## src/sdsc_pkg.sv

```systemverilog
package sdsc_pkg;

  // Parameter channel codes
  localparam logic [31:0] PREQ_IDLE     = 32'h0300_0000;
  localparam logic [31:0] PREQ_READ_ERR = 32'h1305_0080;
  localparam logic [31:0] PREQ_READ_WRN = 32'h1309_0080;
  localparam logic [7:0]  PCODE_READ_REPLY = 8'h13;
  localparam logic [15:0] PIDX_DIAG        = 16'd128;
  localparam logic [7:0]  PSUB_LAST_ERR    = 8'd5;
  localparam logic [7:0]  PSUB_LAST_WRN    = 8'd9;

  // Control word fixed bits and bit positions
  localparam logic [15:0] CW_BASE = 16'h0023;
  localparam int unsigned CW_TOGGLE   = 7;
  localparam int unsigned CW_DISABLE  = 8;
  localparam int unsigned CW_ENABLE   = 9;
  localparam int unsigned CW_QSTOP    = 10;
  localparam int unsigned CW_FRESET   = 11;
  localparam int unsigned CW_HALT     = 13;
  localparam int unsigned CW_CLRHALT  = 14;

  // Command bit positions
  localparam int unsigned CMD_DISABLE = 0;
  localparam int unsigned CMD_ENABLE  = 1;
  localparam int unsigned CMD_HALT    = 2;
  localparam int unsigned CMD_CLRHALT = 3;
  localparam int unsigned CMD_FRESET  = 4;
  localparam int unsigned CMD_QSTOP   = 5;

  // Drive state codes
  localparam logic [3:0] DSTATE_UNKNOWN  = 4'd0;
  localparam logic [3:0] DSTATE_START    = 4'd1;
  localparam logic [3:0] DSTATE_ON       = 4'd5;
  localparam logic [3:0] DSTATE_ENABLED  = 4'd6;
  localparam logic [3:0] DSTATE_QSTOP    = 4'd7;
  localparam logic [3:0] DSTATE_FAULT    = 4'd9;

  // Raw operating mode values and dense codes
  localparam logic [4:0] RAW_MODE_POS  = 5'h01;
  localparam logic [4:0] RAW_MODE_VEL  = 5'h03;
  localparam logic [4:0] RAW_MODE_TRQ  = 5'h04;
  localparam logic [4:0] RAW_MODE_HOME = 5'h06;
  localparam logic [4:0] RAW_MODE_SEQ  = 5'h1D;
  localparam logic [4:0] RAW_MODE_GEAR = 5'h1E;
  localparam logic [4:0] RAW_MODE_JOG  = 5'h1F;

  localparam logic [2:0] MODE_UNKNOWN = 3'd0;
  localparam logic [2:0] MODE_POS     = 3'd1;
  localparam logic [2:0] MODE_VEL     = 3'd2;
  localparam logic [2:0] MODE_TRQ     = 3'd3;
  localparam logic [2:0] MODE_HOME    = 3'd4;
  localparam logic [2:0] MODE_SEQ     = 3'd5;
  localparam logic [2:0] MODE_GEAR    = 3'd6;
  localparam logic [2:0] MODE_JOG     = 3'd7;

  typedef struct packed {
    logic [31:0]        param_ctrl_in;
    logic [31:0]        param_value_in;
    logic [15:0]        drive_status;
    logic [15:0]        mode_status;
    logic [15:0]        motion_status;
    logic [5:0]         command_bits;
    logic               velocity_write;
    logic signed [31:0] velocity_value;
  } in_item_t;

  typedef struct packed {
    logic [15:0]        control_word;
    logic [31:0]        param_ctrl_out;
    logic signed [31:0] ref_velocity;
    logic [3:0]         drive_state;
    logic               power_stage_on;
    logic [7:0]         status_flags;
    logic [2:0]         mode_code;
    logic [6:0]         mode_flags;
    logic [10:0]        motion_flags;
    logic [15:0]        last_error;
    logic [15:0]        last_warning;
  } out_item_t;

  // Values that carry over from one transaction to the next
  typedef struct packed {
    logic [31:0] requested_velocity;
    logic [31:0] executed_velocity;
    logic [15:0] error_code;
    logic [15:0] warning_code;
  } sdsc_state_t;

endpackage

```

## src/sdsc_if.sv

```systemverilog
interface sdsc_in_if import sdsc_pkg::*; ();
  logic     valid;
  logic     ready;
  in_item_t payload;

  modport source (output valid, output payload, input ready);
  modport sink   (input valid, input payload, output ready);
endinterface

interface sdsc_out_if import sdsc_pkg::*; ();
  logic      valid;
  logic      ready;
  out_item_t payload;

  modport source (output valid, output payload, input ready);
  modport sink   (input valid, input payload, output ready);
endinterface

```

## src/sdsc_step.sv

```systemverilog
module sdsc_step import sdsc_pkg::*; (
  input  in_item_t    item,
  input  sdsc_state_t state,
  output out_item_t   result,
  output sdsc_state_t state_nxt
);

  logic [7:0]  pcode;
  logic [7:0]  psub;
  logic [15:0] pidx;
  logic        diag_reply;
  logic [15:0] err_cap;
  logic [15:0] wrn_cap;
  logic [3:0]  st;
  logic [3:0]  dstate;
  logic        power;
  logic        err_flag;
  logic        wrn_flag;
  logic        terminated;
  logic        err_keep;
  logic [2:0]  mcode;
  logic        toggle;
  logic        take_vel;
  logic [31:0] req_vel;
  logic [5:0]  cmd;
  logic        zero_cmd;
  logic [15:0] cw;
  logic [31:0] preq;

  // Parameter reply capture
  always_comb begin
    pcode      = item.param_ctrl_in[31:24];
    psub       = item.param_ctrl_in[23:16];
    pidx       = item.param_ctrl_in[15:0];
    diag_reply = (pcode == PCODE_READ_REPLY) && (pidx == PIDX_DIAG);
    err_cap    = (diag_reply && psub == PSUB_LAST_ERR) ?
                 item.param_value_in[15:0] : state.error_code;
    wrn_cap    = (diag_reply && psub == PSUB_LAST_WRN) ?
                 item.param_value_in[15:0] : state.warning_code;
  end

  // Drive state and status flags
  always_comb begin
    st         = item.drive_status[3:0];
    dstate     = (st >= DSTATE_START && st <= DSTATE_FAULT) ? st : DSTATE_UNKNOWN;
    err_flag   = item.drive_status[6];
    wrn_flag   = item.drive_status[7];
    terminated = item.drive_status[14];
    err_keep   = (dstate == DSTATE_FAULT) || err_flag;
  end

  // Operating mode decode
  always_comb begin
    unique case (item.mode_status[4:0])
      RAW_MODE_POS:  mcode = MODE_POS;
      RAW_MODE_VEL:  mcode = MODE_VEL;
      RAW_MODE_TRQ:  mcode = MODE_TRQ;
      RAW_MODE_HOME: mcode = MODE_HOME;
      RAW_MODE_SEQ:  mcode = MODE_SEQ;
      RAW_MODE_GEAR: mcode = MODE_GEAR;
      RAW_MODE_JOG:  mcode = MODE_JOG;
      default:       mcode = MODE_UNKNOWN;
    endcase
  end

  // Commands, velocity request and control word
  always_comb begin
    cmd      = item.command_bits;
    zero_cmd = cmd[CMD_DISABLE] | cmd[CMD_ENABLE] | cmd[CMD_HALT] | cmd[CMD_QSTOP];
    req_vel  = item.velocity_write ? item.velocity_value : state.requested_velocity;
    if (zero_cmd) begin
      req_vel = '0;
    end
    // disable wins over enable
    power = (st == DSTATE_ON) || (st == DSTATE_ENABLED) || (st == DSTATE_QSTOP) ||
            (cmd[CMD_ENABLE] && !cmd[CMD_DISABLE]);

    // velocity mode flips the toggle only when a new set point must be taken
    take_vel = (terminated && req_vel != '0) || (req_vel != state.executed_velocity);
    if (mcode != MODE_VEL) begin
      toggle = !item.mode_status[7];
    end else begin
      toggle = item.mode_status[7] ^ take_vel;
    end

    cw             = CW_BASE;
    cw[CW_TOGGLE]  = toggle;
    cw[CW_DISABLE] = cmd[CMD_DISABLE];
    cw[CW_ENABLE]  = power;
    cw[CW_QSTOP]   = cmd[CMD_QSTOP];
    cw[CW_FRESET]  = cmd[CMD_FRESET];
    cw[CW_HALT]    = cmd[CMD_HALT];
    cw[CW_CLRHALT] = cmd[CMD_CLRHALT];
  end

  // Parameter request, warning read wins
  always_comb begin
    priority if (wrn_flag) begin
      preq = PREQ_READ_WRN;
    end else if (err_keep) begin
      preq = PREQ_READ_ERR;
    end else begin
      preq = PREQ_IDLE;
    end
  end

  // Next state
  always_comb begin
    state_nxt.requested_velocity = req_vel;
    state_nxt.executed_velocity  = (mcode == MODE_VEL && take_vel) ?
                                   req_vel : state.executed_velocity;
    state_nxt.error_code         = err_keep ? err_cap : 16'd0;
    state_nxt.warning_code       = wrn_flag ? wrn_cap : 16'd0;
  end

  // Result assembly
  always_comb begin
    result.control_word   = cw;
    result.param_ctrl_out = preq;
    result.ref_velocity   = req_vel;
    result.drive_state    = dstate;
    result.power_stage_on = power;
    result.status_flags   = {item.drive_status[15:13], item.drive_status[10:6]};
    result.mode_code      = mcode;
    result.mode_flags     = {item.mode_status[11:8], item.mode_status[7:5]};
    result.motion_flags   = {item.motion_status[14:6], item.motion_status[1:0]};
    result.last_error     = state_nxt.error_code;
    result.last_warning   = state_nxt.warning_code;
  end

endmodule

```

## src/servo_drive_status_control_cycle_core.sv

```systemverilog
// Channel  Role    Handshake     Payload
// in_ch    sink    valid/ready   in_item_t  (status words, commands, velocity)
// out_ch   source  valid/ready   out_item_t (control word, request, decodes)
//
// Two register stages: input register, then result register. An accepted
// transaction moves on into the result register once that register is free
// or being emptied; one transaction per cycle sustained while out_ch.ready is high.
// The carried state (velocities, error and warning codes) updates as a
// transaction moves from the input register into the result register.
// Synchronous active-low reset clears the valid bits and the carried state.
// A stalled output holds the result; the input register keeps filling until
// both stages are full, then in_ch.ready drops.
module servo_drive_status_control_cycle_core import sdsc_pkg::*; (
  input  logic            clk,
  input  logic            rst_n,
  sdsc_in_if.sink         in_ch,
  sdsc_out_if.source      out_ch
);

  logic        s1_valid_r;
  in_item_t    s1_item_r;
  logic        out_valid_r;
  out_item_t   out_item_r;
  sdsc_state_t state_r;
  sdsc_state_t state_nxt;
  out_item_t   result;
  logic        advance;

  // Result register free or being emptied this cycle
  assign advance     = !out_valid_r || out_ch.ready;
  assign in_ch.ready = !s1_valid_r || advance;

  sdsc_step u_step (
    .item      (s1_item_r),
    .state     (state_r),
    .result    (result),
    .state_nxt (state_nxt)
  );

  // Input register
  always_ff @(posedge clk) begin
    if (!rst_n) begin
      s1_valid_r <= 1'b0;
    end else if (in_ch.ready) begin
      s1_valid_r <= in_ch.valid;
    end
  end

  always_ff @(posedge clk) begin
    if (in_ch.ready && in_ch.valid) begin
      s1_item_r <= in_ch.payload;
    end
  end

  // Result register and carried state
  always_ff @(posedge clk) begin
    if (!rst_n) begin
      out_valid_r <= 1'b0;
      state_r     <= '0;
    end else if (advance) begin
      out_valid_r <= s1_valid_r;
      if (s1_valid_r) begin
        state_r <= state_nxt;
      end
    end
  end

  always_ff @(posedge clk) begin
    if (advance && s1_valid_r) begin
      out_item_r <= result;
    end
  end

  assign out_ch.valid   = out_valid_r;
  assign out_ch.payload = out_item_r;

  // Carried state only moves with a transaction
  a_state_hold: assert property (@(posedge clk) disable iff (!rst_n)
    !(advance && s1_valid_r) |=> $stable(state_r))
    else $error("state changed without a transaction");

  // An empty result stage never blocks the input
  a_ready_when_empty: assert property (@(posedge clk) disable iff (!rst_n)
    !out_valid_r |-> in_ch.ready)
    else $error("input stalled with empty result register");

  // Fixed control word bits present on every result
  a_cw_base: assert property (@(posedge clk) disable iff (!rst_n)
    out_valid_r |-> ((out_item_r.control_word & CW_BASE) == CW_BASE))
    else $error("control word fixed bits missing");

  // Warning code cleared unless the drive reports a warning
  a_warn_clear: assert property (@(posedge clk) disable iff (!rst_n)
    (advance && s1_valid_r && !s1_item_r.drive_status[7]) |=>
      (state_r.warning_code == 16'd0))
    else $error("warning code kept without warning flag");

endmodule
```

## src/flat_wrapper.sv

```systemverilog
// flat-port wrapper written by rule: the top's interface ports become plain ports
module servo_drive_status_control_cycle_core_flat import sdsc_pkg::*;
  (clk, rst_n, in_ch_valid, in_ch_payload, in_ch_ready, out_ch_valid, out_ch_payload, out_ch_ready);
  sdsc_in_if in_ch_i ();
  sdsc_out_if out_ch_i ();
  input  logic clk;
  input  logic rst_n;
  input wire logic [$bits(in_ch_i.valid)-1:0] in_ch_valid;
  input wire logic [$bits(in_ch_i.payload)-1:0] in_ch_payload;
  output wire logic [$bits(in_ch_i.ready)-1:0] in_ch_ready;
  output wire logic [$bits(out_ch_i.valid)-1:0] out_ch_valid;
  output wire logic [$bits(out_ch_i.payload)-1:0] out_ch_payload;
  input wire logic [$bits(out_ch_i.ready)-1:0] out_ch_ready;
  assign in_ch_i.valid = in_ch_valid;
  assign in_ch_i.payload = in_ch_payload;
  assign in_ch_ready = in_ch_i.ready;
  assign out_ch_valid = out_ch_i.valid;
  assign out_ch_payload = out_ch_i.payload;
  assign out_ch_i.ready = out_ch_ready;
  servo_drive_status_control_cycle_core u_core (.clk(clk), .rst_n(rst_n), .in_ch(in_ch_i), .out_ch(out_ch_i));
endmodule
```

## config.mk

```make
export PLATFORM = sky130hd
export DESIGN_NAME = servo_drive_status_control_cycle_core_flat
export DESIGN_NICKNAME = d
export VERILOG_FILES = /design/src/sdsc_pkg.sv /design/src/sdsc_if.sv /design/src/sdsc_step.sv /design/src/servo_drive_status_control_cycle_core.sv /design/src/flat_wrapper.sv
export SDC_FILE = /design/constraint.sdc
export NUM_CORES = 1
export LEC_CHECK = 0
export ABC_AREA = 1
export BUFFER_PORTS_ARGS = -buffer_cell sky130_fd_sc_hd__clkbuf_2
export CORE_ASPECT_RATIO = 1.5
export CORE_MARGIN = 2
export CORE_UTILIZATION = 30
export DETAILED_ROUTE_END_ITERATION = 6
export GPL_ROUTABILITY_DRIVEN = 0
export PLACE_DENSITY_LB_ADDON = 0.15
export SYNTH_ARGS = -nofsm -noshare
export SYNTH_HDL_FRONTEND = slang
export SYNTH_HIERARCHICAL = 1
export SYNTH_SLANG_ARGS = --single-unit
```

## constraint.sdc

```tcl
create_clock -name clk -period 16.1 [get_ports clk]
set_input_delay 0.805 -clock clk [delete_from_list [all_inputs] [get_ports clk]]
set_output_delay 0.805 -clock clk [all_outputs]
set_load 0.03 [all_outputs]
```

## After elaboration in Yosys (flattened, before gate mapping)

Cells that the tools add are included.

| storage, ports and cells | value |
|---|---|
| flip-flop bits (word level) | 365 |
| latch bits | 0 |
| bits in writable memories | 0 |
| ROM bits | 0 |
| input port bits | 155 |
| output and inout bits | 148 |
| word-level logic and storage cells | 82 |
| memories kept | 0 |

| cells by class | value |
|---|---|
| $add $sub $neg | 0 |
| multiply operators | 0 |
| divide/modulo/power cells | 0 |
| $lt $le $gt $ge | 2 |
| equal/unequal tests | 18 |
| shifts and indexed selects | 0 |
| muxes and demuxes | 10 |
| bitwise gates (word level) | 4 |
| reduce and logical (&&, ||, !) cells | 23 |

Operators by type and width:

| cell | count |
|---|---|
| two-way mux 16 bit | 4 |
| two-way mux 32 bit | 2 |
| inequality test 32 bit | 1 |
| nonzero test 32 bit | 1 |
| two-way mux 29 bit | 1 |
| one-hot mux 3 bit (7 select lines) | 1 |
| == test 16 x 8 -> 1 bit, second input constant | 1 |
| == test 5 bit, second input constant | 3 |
| == test 4 x 3 -> 1 bit, second input constant | 3 |
| == test 5 x 3 -> 1 bit, second input constant | 2 |
| logical AND 1 bit | 9 |
| == test 8 x 3 -> 1 bit, second input constant | 1 |
| == test 8 x 4 -> 1 bit, second input constant | 1 |
| == test 8 x 5 -> 1 bit, second input constant | 1 |
| logical OR 1 bit | 7 |
| == test 5 x 1 -> 1 bit, second input constant | 1 |
| == test 5 x 2 -> 1 bit, second input constant | 1 |
| == test 4 bit, second input constant | 1 |
| greater-or-equal comparator 4 x 1 -> 1 bit, second input constant | 1 |
| less-or-equal comparator 4 bit, second input constant | 1 |
| logical NOT 1 bit | 4 |
| two-way mux 4 bit | 1 |
| == test 3 x 2 -> 1 bit, second input constant | 1 |
| inequality test 3 x 2 -> 1 bit, second input constant | 1 |
| other kinds (5) | 7 |

## Longest topological paths before layout

Gate-level depths: netlist of run 1.

| depth | value |
|---|---|
| depth in word-level cells | 9 |
| depth in mapped cells | 22 |
| mapped depth without buffers | 19 |

## By module

The synthesis of run 1 kept the hierarchy.

Modules (own cells, without submodules):

| module | times used | cells an instance | area an instance (sq um) | seq. area each (sq um) |
|---|---|---|---|---|
| servo_drive_status_control_cycle_core | 1 | 940 | 13384.1 | 10880.4 |
| sdsc_step | 1 | 835 | 4011.3 | 0.0 |

## Worst setup path after synthesis of run 1

Ideal clock, no wire load.

| timing | value |
|---|---|
| path kind | input to register |
| from | in out_ch_ready |
| to | reg u_core.out_item_r (netlist bit u_core/out_ch.payload[0]), enable pin |
| data arrival time | 7.816 ns |
| data required time | 15.400 ns |
| path slack | 7.585 ns |
| cell stages on the path | 2 |
| buffers on the path | 0 |
| cell sequence | inv_2 -> a21oi_1 |

| on the way | value |
|---|---|
| word-level cells in the longest chain between the ends | 2 |

RTL lines:

| what | line | RTL |
|---|---|---|
| start: declaration | flat_wrapper.sv:13 | `input wire logic [$bits(out_ch_i.ready)-1:0] out_ch_ready;` |
| logical OR 1 bit | servo_drive_status_control_cycle_core.sv:30 | `assign advance = !out_valid_r \|\| out_ch.ready;` |
| logical AND 1 bit | servo_drive_status_control_cycle_core.sv:69 | `if (advance && s1_valid_r) begin` |
| end signal: assignment | servo_drive_status_control_cycle_core.sv:70 | `out_item_r <= result;` |
| end: declaration | servo_drive_status_control_cycle_core.sv:23 | `out_item_t out_item_r;` |

Every way passes these cells.
A chain may end at the register's enable or synchronous reset.

## Worst setup path after layout of run 1

| timing | value |
|---|---|
| from | reg u_core/s1_item_r[33] (netlist name) |
| to | reg u_core/state_r[54] (netlist name) |

| on the way | value |
|---|---|
| word-level cells in the longest chain between the ends | 9 |
| elaborated cells on any way between the ends | 10 |
| those cells by class | 1 x eq/ne; 1 x mux; 3 x bitwise; 5 x reduce/logical |

RTL lines:

| what | line | RTL |
|---|---|---|
| start: declaration | servo_drive_status_control_cycle_core.sv:21 | `in_item_t s1_item_r;` |
| start signal: assignment | servo_drive_status_control_cycle_core.sv:51 | `s1_item_r <= in_ch.payload;` |
| bitwise OR 1 bit (*) (3 in series) | sdsc_step.sv:69 | `zero_cmd = cmd[CMD_DISABLE] \| cmd[CMD_ENABLE] \| cmd[CMD_HALT] \| cmd[CMD_QSTOP];` |
| two-way mux 32 bit (*) | sdsc_step.sv:71 | `if (zero_cmd) begin` |
| nonzero test 32 bit | sdsc_step.sv:79 | `take_vel = (terminated && req_vel != '0) \|\| (req_vel != state.executed_velocity);` |
| logical AND 1 bit | sdsc_step.sv:79 |  |
| logical OR 1 bit | sdsc_step.sv:79 |  |
| logical AND 1 bit | sdsc_step.sv:110 | `state_nxt.executed_velocity = (mcode == MODE_VEL && take_vel) ?` |
| AND reduction 3 bit (no source line) | - |  |
| end signal: assignment | servo_drive_status_control_cycle_core.sv:63 | `state_r <= state_nxt;` |
| end: declaration | servo_drive_status_control_cycle_core.sv:24 | `sdsc_state_t state_r;` |

Mark *: on every way between the ends. The rest lies on a longest branch, timed or not.

==> out/summary.txt, run 1 <==
GRT Total Usage = 14.61%
Worst Path Arrival = 5.16 ns
Power Density = 120.6 mW/mm^2
clk slew on worst S/H paths = 0.06 ns
unrepaired setup endpoints after global routing = no
IO Port Bufs = 273
Final nets = 2,042
CP max stage delay = 1.02 ns
Data required, critical path = 16.61 ns
cts hold-fix bufs = 0
crit path time final = 4.649 ns
fin crit share = 28.88%
detailed-route via count = 11,430
Finished Layout Cells = 2,617
status = finished, final reports clean
WL final = 41,840 um
H-tree levels = 2
DRT antenna net count = 0
CP max stage cell = nand2_2
clk sinks = 366
DR WL/cell = 15.99 um
P_leak = 8.269 nW
DRT Pass-1 Iters = 5
Peak VDD IR = 73.01 uV
Post-Place Cells = 2,538
Clock Latency Late Sink = 0.57 ns
Root Buffer = clkbuf_16
CORE AREA = 0.05452 mm^2
FILL cells = 5,540
Area Growth Syn to Fin = 14.39%
Post-CTS Setup Bufs = 0
Tightest Hold Check Type = input pin to flop
CTS tree = built
io pins = 303
initial antenna violation count = 3
TNS Setup = 0 ns
Die H = 291.4 um
Ys Warns = 6
FF-to-FF path depth = 19
Fmax = 215.1 MHz
most frequent CP cell = nand2_1
FF/Latch Area = 0.01001 mm^2
Max Cap Viol = 0
Multi-input gate area = 0.004299 mm^2
post-cts resize count = 0
vias per cell = 4.368
largest net degree at the start of global routing = 139
CP top delay family = simple AND/OR/NAND/NOR gates
CP Cell Sequence = inv_2 -> nand2_2 -> nor2_8 -> nand2_1 -> nand2_1 -> nand2_1 -> inv_1 -> nand2_1 -> nor2_1 -> nand2_1 -> nor2_2 -> nand3_2 -> nand2_2 -> nand2_1 -> nand2_1 -> inv_1 -> nand3_2 -> nand2_1 -> nor2_1
WP buf/inv = 3
first-pass GRT wire length = 64,070 um
syn avg cell area = 9.464 um^2
CP Capture Type = flop
clock skew = 0.02554 ns
Num CTS Buffers = 42
Mapped Area = 0.01652 mm^2
die area = 0.05701 mm^2
Slew Limit Fails = 0
Final Setup Violations = 0
number of global-route vias before repair = 11,350
CP max FO = 72
Final Hold Fails = 0
critical path depth = 19
Least-Margin Pin Slew = 0.9786 ns
cell depth of the worst hold path = 1
GRT overflow = 0
Remaining DRCs = 0
DP Wirelength = 26,930 um
die width = 195.6 um
Worst slew margin = 34.76%
Startpoint Class = flop
critical path class = flop to flop
share of layout cells above drive strength 1 = 20.15%
Initial Utilization = 30.31%
Cell Rows = 105
post-synthesis instance total = 1,746
maximum clock insertion buffer count = 3
Iter 0 DRT Violations = 501
worst reg2reg max path, cell delays in order, from the launching register on:
cell and delay [ns]:
edfxtp_1 0.44, inv_2 0.08, nand2_2 0.08, nor2_8 0.73
nand2_1 0.28, nand2_1 0.12, nand2_1 0.14, inv_1 0.09
nand2_1 0.05, nor2_1 0.10, nand2_1 0.07, nor2_2 0.14
nand3_2 0.75, nand2_2 1.03, nand2_1 0.14, nand2_1 0.09
inv_1 0.05, nand3_2 0.06, nand2_1 0.06, nor2_1 0.12
per-stage QoR:
stage	setup slack, ns	util [%]	instance area [um^2]	power (W)	hold slack [ns]
final	11.45	34.67	18900	0.002279	0.4006
after global routing	10.97	34.67	18900	0.002390	0.3666
after CTS	11.39	34.67	18900	0.002328	0.3615
after detailed placement	11.42	32.07	17490	0.001316	0.4045
after global placement	11.50	32.07	17490	0.001311	0.4003
after floorplan	7.585	-	16650	0.001273	0.4516
registers in the layout (all words and copies together), names as in the netlist:
name and flops:
u_core/s1_item_r 122, u_core/s1_valid_r 1, u_core/out_ch.valid 1, u_core/state_r 96, u_core/out_ch.payload 146
metal layers:
metal  track usage, %  vias up  routed length, um
met5                0        -                 12
met4            6.479        2               1667
met3            3.290       81               2099
met2            27.67      262              22340
met1            15.22     5331              15730
li1                 -     5756                  -
power breakdown:
group          internal, W  switching, W
logic            0.0000619      0.000138
registers          0.00107     0.0000246
clock network     0.000585      0.000403
total              0.00171      0.000566
layout make-up:
type / instances / area share [%]
multi-input combinational: 969 / 22.74
tap: 695 / 4.600
antenna: 1 / 0.01324
sequential: 366 / 52.97
timing repair buffer: 285 / 7.718
clock inverter: 25 / 1.489
inverter: 223 / 4.468
clock buffer: 53 / 5.997
cell usage in the layout (no fill, tap or decap), types with 13 or more instances in the layout:
cell and count:
nand2_1 426, clkbuf_2 272, edfxtp_1 268, inv_1 215, nand3_1 150, nor2_1 138, a21oi_1 131, dfxtp_1 97
clkbuf_16 43, conb_1 36, o21ai_0 32, nand3_2 21, buf_4 13
final timing paths:
check                                                     from                             endpoint  slack, ns
worst max register to register  u_core/s1_item_r[33]$_DFFE_PP_      u_core/state_r[54]$_SDFFE_PN0P_      11.45
worst min register to register  u_core/s1_item_r[81]$_DFFE_PP_  u_core/out_ch.payload[57]$_DFFE_PP_       0.41
worst max-delay path            u_core/s1_item_r[33]$_DFFE_PP_      u_core/state_r[54]$_SDFFE_PN0P_      11.45
worst min-delay path                         in_ch_payload[58]       u_core/s1_item_r[58]$_DFFE_PP_       0.40
(Power assumes the default switching activity.)
==> inputs of run 2 (changes only) <==
--- a/config.mk
+++ b/config.mk
@@ -5,7 +5,7 @@
 export SDC_FILE = /design/constraint.sdc
 export NUM_CORES = 1
 export LEC_CHECK = 0
-export ABC_AREA = 1
+export ABC_AREA = 0
 export BUFFER_PORTS_ARGS = -buffer_cell sky130_fd_sc_hd__clkbuf_2
 export CORE_ASPECT_RATIO = 1.5
 export CORE_MARGIN = 2
==> constraint.sdc (replaced) <==
create_clock -name clk -period 4.7 [get_ports clk]
set_input_delay 0.235 -clock clk [delete_from_list [all_inputs] [get_ports clk]]
set_output_delay 0.235 -clock clk [all_outputs]
set_load 0.03 [all_outputs]
==> run 2 against run 1 <==
Routed wire length shrank 12%. Synthesized area decreased by 4.9%. Critical endpoint is now u_core/state_r[46]$_SDFFE_PN0P_. Via count fell by 16%. Fmax up 23%. Critical path type unchanged.
==> out/summary.txt, run 2 <==
GRT Total Usage = 13.53%
clk sinks = 366
unrepaired setup endpoints after global routing = no
GRT overflow = 0
Die H = 284.3 um
hold-critical path endpoint = u_core/out_ch.valid$_SDFFE_PN0P_
DR WL/cell = 16.85 um
vias per cell = 4.355
R2R setup slack = 0.91 ns
clock skew = 0.01415 ns
RR Startpoint = u_core/s1_item_r[33]$_DFFE_PP_
Root Buffer = clkbuf_16
met3 usage in global routing = 2.284%
cell depth of the worst hold path = 3
number of global-route vias before repair = 9,844
initial antenna violation count = 1
Peak VDD IR = 255.3 uV
share of layout cells above drive strength 1 = 26.07%
routing usage on met2 = 25.53%
Worst Path Arrival = 4.20 ns
first-pass GRT wire length = 56,360 um
IO Port Bufs = 273
FILL cells = 5,018
Ys Warns = 6
Num CTS Buffers = 39
maximum clock insertion buffer count = 3
TNS Setup = 0 ns
WL final = 37,000 um
CORE AREA = 0.05169 mm^2
Mapped Area = 0.01572 mm^2
Hold Crit Start = out_ch_ready
terminus of the critical flop-to-flop path = u_core/state_r[46]$_SDFFE_PN0P_
most frequent cells in the layout = clkbuf_2, edfxtp_1, nand2_1, mux2i_1, dlygate4sd3_1
Most Used Layer, Global Route = met2
Startpoint Class = flop
die width = 190.9 um
Final Hold Fails = 0
DRT Pass-1 Iters = 5
met1 global-route usage = 14.55%
status = finished, final reports clean
FF/Latch Area = 0.01001 mm^2
post-synthesis instance total = 1,187
Area Growth Syn to Fin = 23.55%
Worst slew margin = 37.90%
CP Capture Type = flop
Fmax = 263.6 MHz
Iter 0 DRT Violations = 397
fin crit share = 80.73%
Final Setup Violations = 0
Least-Margin Pin Slew = 0.9296 ns
DRT antenna net count = 0
CTS tree = built
Max Cap Viol = 0
P_leak = 7.104 nW
Power Density = 370.6 mW/mm^2
die area = 0.05428 mm^2
detailed-route via count = 9,563
io pins = 303
crit path time final = 3.794 ns
clk slew on worst S/H paths = 0.06 ns
Cell Rows = 102
Multi-input gate area = 0.004513 mm^2
max reg flops = 146
critical path class = flop to flop
FF-to-FF path depth = 11
DP Wirelength = 24,470 um
Clock Latency Late Sink = 0.53 ns
Data required, critical path = 5.11 ns
largest net degree at the start of global routing = 123
CP max FO = 34
Slew Limit Fails = 0
commonest non-fill, non-tap cell in the layout = clkbuf_2
Tightest Hold Check Type = input pin to flop
post-cts resize count = 0
syn avg cell area = 13.24 um^2
Initial Utilization = 30.41%
Final nets = 1,644
H-tree levels = 2
Hold WS = 0.06446 ns
Remaining DRCs = 0
-- run 2: cell count changes in the layout (fill, tap and decap cells not counted), sizes merged, moves of 11 or more --
cell         delta
mux2i         +159
o21ai          -26
inv           -221
nor2b          +23
nor4           +13
nand2         -227
nand3         -166
a21oi         -115
xor2           +17
nor3b          +13
nor2           -87
mux2           +33
dlygate4sd3   +123
nor4b          +11
-- run 2: final cells by class --
class / instances / share of cell area (%)
tap: 676 / 4.355
timing repair buffer: 416 / 14.50
clock inverter: 12 / 0.4896
inverter: 4 / 0.07731
sequential: 366 / 51.54
multi-input combinational: 662 / 23.24
clock buffer: 59 / 5.785
antenna: 1 / 0.01288
-- run 2: what timing repair did --
| action | in CTS | in global routing |
|---|---|---|
| setup buffers | 0 | 0 |
| endpoints found under the setup margin | 0 | 0 |
| endpoints found under the hold margin | 123 | 0 |
| hold buffers | 123 | 0 |
-- run 2: metal layers --
| metal | vias up | wire (um) |
|---|---|---|
| li1 | 4670 | - |
| met2 | 226 | 19890 |
| met5 | - | 0 |
| met4 | 0 | 1418 |
| met3 | 71 | 1648 |
| met1 | 4596 | 14050 |
-- run 2: worst max-delay path, cell delays in order (launching register included) --
cell and delay (ns):
edfxtp_1 0.44, or4_2 1.09, buf_4 0.39, nor2_1 0.26, a31oi_1 0.16, a32oi_1 0.22, and4_1 0.28, a31oi_4 0.10
buf_4 0.24, mux2_4 0.32, nand2_1 0.06, mux2i_1 0.08
-- run 2: power breakdown --
| group | internal [W] | switching, W | total (W) | leakage, nW |
|---|---|---|---|---|
| logic | 0.000210 | 0.000355 | 0.000565 | 3.21 |
| clock network | 0.00171 | 0.00126 | 0.00297 | 0.582 |
| registers | 0.00361 | 0.0000530 | 0.00366 | 3.31 |
-- run 2: worst max path at each step --
| stage | depth (start not counted) | end | from |
|---|---|---|---|
| 6_report | 11 | u_core/state_r[46]$_SDFFE_PN0P_ | u_core/s1_item_r[33]$_DFFE_PP_ |
| 5_1_grt | 11 | u_core/state_r[44]$_SDFFE_PN0P_ | u_core/s1_item_r[33]$_DFFE_PP_ |
| 4_1_cts | 11 | u_core/state_r[50]$_SDFFE_PN0P_ | u_core/s1_item_r[33]$_DFFE_PP_ |
| 3_5_place_dp | 11 | u_core/state_r[50]$_SDFFE_PN0P_ | u_core/s1_item_r[33]$_DFFE_PP_ |
| 3_3_place_gp | 11 | u_core/state_r[46]$_SDFFE_PN0P_ | u_core/s1_item_r[34]$_DFFE_PP_ |
| 2_1_floorplan | 3 | u_core/s1_item_r[0]$_DFFE_PP_ | u_core/out_ch.valid$_SDFFE_PN0P_ |
-- run 2: per-stage QoR --
step | std cells | setup slack, ns | total power [W] | utilization [%] | instance area (um^2)
2_1_floorplan | 1221 | 0.5279 | 0.004074 | - | 15850
3_3_place_gp | 2001 | 0.9021 | 0.004216 | 32.83 | 16970
3_5_place_dp | 2001 | 0.9039 | 0.004221 | 32.83 | 16970
4_1_cts | 2195 | 0.8980 | 0.007354 | 37.57 | 19420
5_1_grt | 2196 | 0.7180 | 0.007498 | 37.57 | 19420
6_report | 2196 | 0.9057 | 0.007198 | 37.57 | 19420
==> inputs of run 3 (changes only) <==
==> constraint.sdc (replaced) <==
create_clock -name clk -period 3.81 [get_ports clk]
set_input_delay 0.1905 -clock clk [delete_from_list [all_inputs] [get_ports clk]]
set_output_delay 0.1905 -clock clk [all_outputs]
set_load 0.03 [all_outputs]
==> run 3 against run 2 <==
Sequential power up 23%. Worst setup slack worse by 0.45 ns. Sequential share of layout area fell by 0.18 points. Critical endpoint is now u_core/state_r[53]$_SDFFE_PN0P_. Sequential cell count unchanged. Highest routed layer unchanged.
==> out/summary.txt, run 3 (synthesized netlist as in run 2, its figures left out) <==
detailed-route via count = 9,578
CP Capture Type = flop
Final nets = 1,645
crit path from = u_core/s1_item_r[34]$_DFFE_PP_
P_leak = 7.145 nW
Cell Rows = 102
Finished Layout Cells = 2,196
clock skew = 0.01361 ns
R2R setup slack = 0.45 ns
IO Port Bufs = 273
TNS Setup = 0 ns
post-cts resize count = 0
max reg flops = 146
Die H = 284.3 um
cell depth of the worst hold path = 3
Least-Margin Pin Slew = 0.9626 ns
die area = 0.05428 mm^2
FF/Latch Area = 0.01001 mm^2
Tightest Hold Check Type = input pin to flop
CP endpoint = u_core/state_r[53]$_SDFFE_PN0P_
io pins = 303
critical path class = flop to flop
worst slack, placed = 0.3974 ns
Worst Path Arrival = 3.75 ns
Post-CTS Setup Bufs = 0
n_diodes = 0
Area Growth Syn to Fin = 23.97%
unrepaired setup endpoints after global routing = no
GRT Total Usage = 13.45%
Clock Latency Late Sink = 0.53 ns
share of layout cells above drive strength 1 = 26.25%
CP max FO = 54
crit path time final = 3.356 ns
Iter 0 DRT Violations = 388
Num CTS Buffers = 39
commonest non-fill, non-tap cell in the layout = clkbuf_2
Power Density = 458.0 mW/mm^2
Data required, critical path = 4.21 ns
number of global-route vias before repair = 9,656
largest net degree at the start of global routing = 128
Final Setup Violations = 0
Root Buffer = clkbuf_16
DRT Pass-1 Iters = 4
vias per cell = 4.362
Remaining DRCs = 0
Slew Limit Fails = 0
clk sinks = 366
GRT overflow = 0
DRT antenna net count = 0
Post-Place Cells = 2,001
Worst slew margin = 35.83%
Initial Utilization = 30.41%
fin crit share = 88.08%
maximum clock insertion buffer count = 3
most frequent cells in the layout = clkbuf_2, edfxtp_1, nand2_1, mux2i_1, dlygate4sd3_1
Peak VDD IR = 279.4 uV
WL final = 36,990 um
Final Hold Fails = 0
FF-to-FF path depth = 11
Fmax = 298.0 MHz
FILL cells = 5,003
RR Startpoint = u_core/s1_item_r[34]$_DFFE_PP_
die width = 190.9 um
Startpoint Class = flop
CORE AREA = 0.05169 mm^2
first-pass GRT wire length = 56,300 um
clk slew on worst S/H paths = 0.06 ns
cts hold-fix bufs = 124
DR WL/cell = 16.85 um
H-tree levels = 2
CTS tree = built
Multi-input gate area = 0.004513 mm^2
initial antenna violation count = 0
terminus of the critical flop-to-flop path = u_core/state_r[53]$_SDFFE_PN0P_
DP Wirelength = 24,450 um
status = finished, final reports clean
fin worst setup slack = 0.4540 ns
Max Cap Viol = 0
run 3: layout make-up:
class / instances / share of cell area [%]
timing repair buffer: 417 / 14.70
multi-input combinational: 662 / 23.16
clock inverter: 10 / 0.4045
clock buffer: 61 / 5.958
inverter: 4 / 0.07705
sequential: 366 / 51.36
tap: 676 / 4.340
run 3: stage by stage:
stage	instance area, um^2	power (W)	utilization [%]	hold WS (ns)
final	19490	0.008925	37.70	0.2936
after floorplan	15850	0.005021	-	0.2894
after detailed placement	17010	0.005207	32.90	0.3691
after CTS	19490	0.009112	37.70	0.2776
after global placement	17010	0.005200	32.90	0.3682
after global routing	19490	0.009285	37.70	0.3155
run 3: how the worst min path moves through the flow:
stage                            startpoint                         endpoint  slack [ns]
after floorplan            in_ch_payload[0]    u_core/s1_item_r[0]$_DFFE_PP_        0.29
after global placement    in_ch_payload[32]   u_core/s1_item_r[32]$_DFFE_PP_        0.37
after global routing                  rst_n  u_core/state_r[14]$_SDFFE_PN0P_        0.32
after detailed placement  in_ch_payload[36]   u_core/s1_item_r[36]$_DFFE_PP_        0.37
final                                 rst_n   u_core/state_r[8]$_SDFFE_PN0P_        0.29
after CTS                             rst_n  u_core/state_r[17]$_SDFFE_PN0P_        0.28
run 3: report_power, final:
part	total, W	internal, W	switching, W
Sequential	0.00451	0.00445	0.0000633
Combinational	0.000700	0.000261	0.000438
Clock	0.00371	0.00216	0.00155
run 3: worst max-delay path, cell delays in order, from the launching register on:
cell	delay [ns]
edfxtp_1	0.42
or4_2	0.73
buf_12	0.23
nor2_2	0.23
nand3_1	0.11
a32oi_1	0.38
and4_1	0.32
a31oi_4	0.11
buf_12	0.21
mux2_4	0.31
nand2_1	0.06
mux2i_1	0.08
run 3: per-layer routing:
layer / routed length, um / share of wire [%] / up-vias / track usage [%]
met5: 0 / 0 / - / 0
met4: 1234 / 3.3 / 0 / 5.116
met3: 1552 / 4.2 / 67 / 2.161
met2: 20160 / 55 / 216 / 25.57
met1: 14040 / 38 / 4619 / 14.66
li1: - / - / 4676 / -
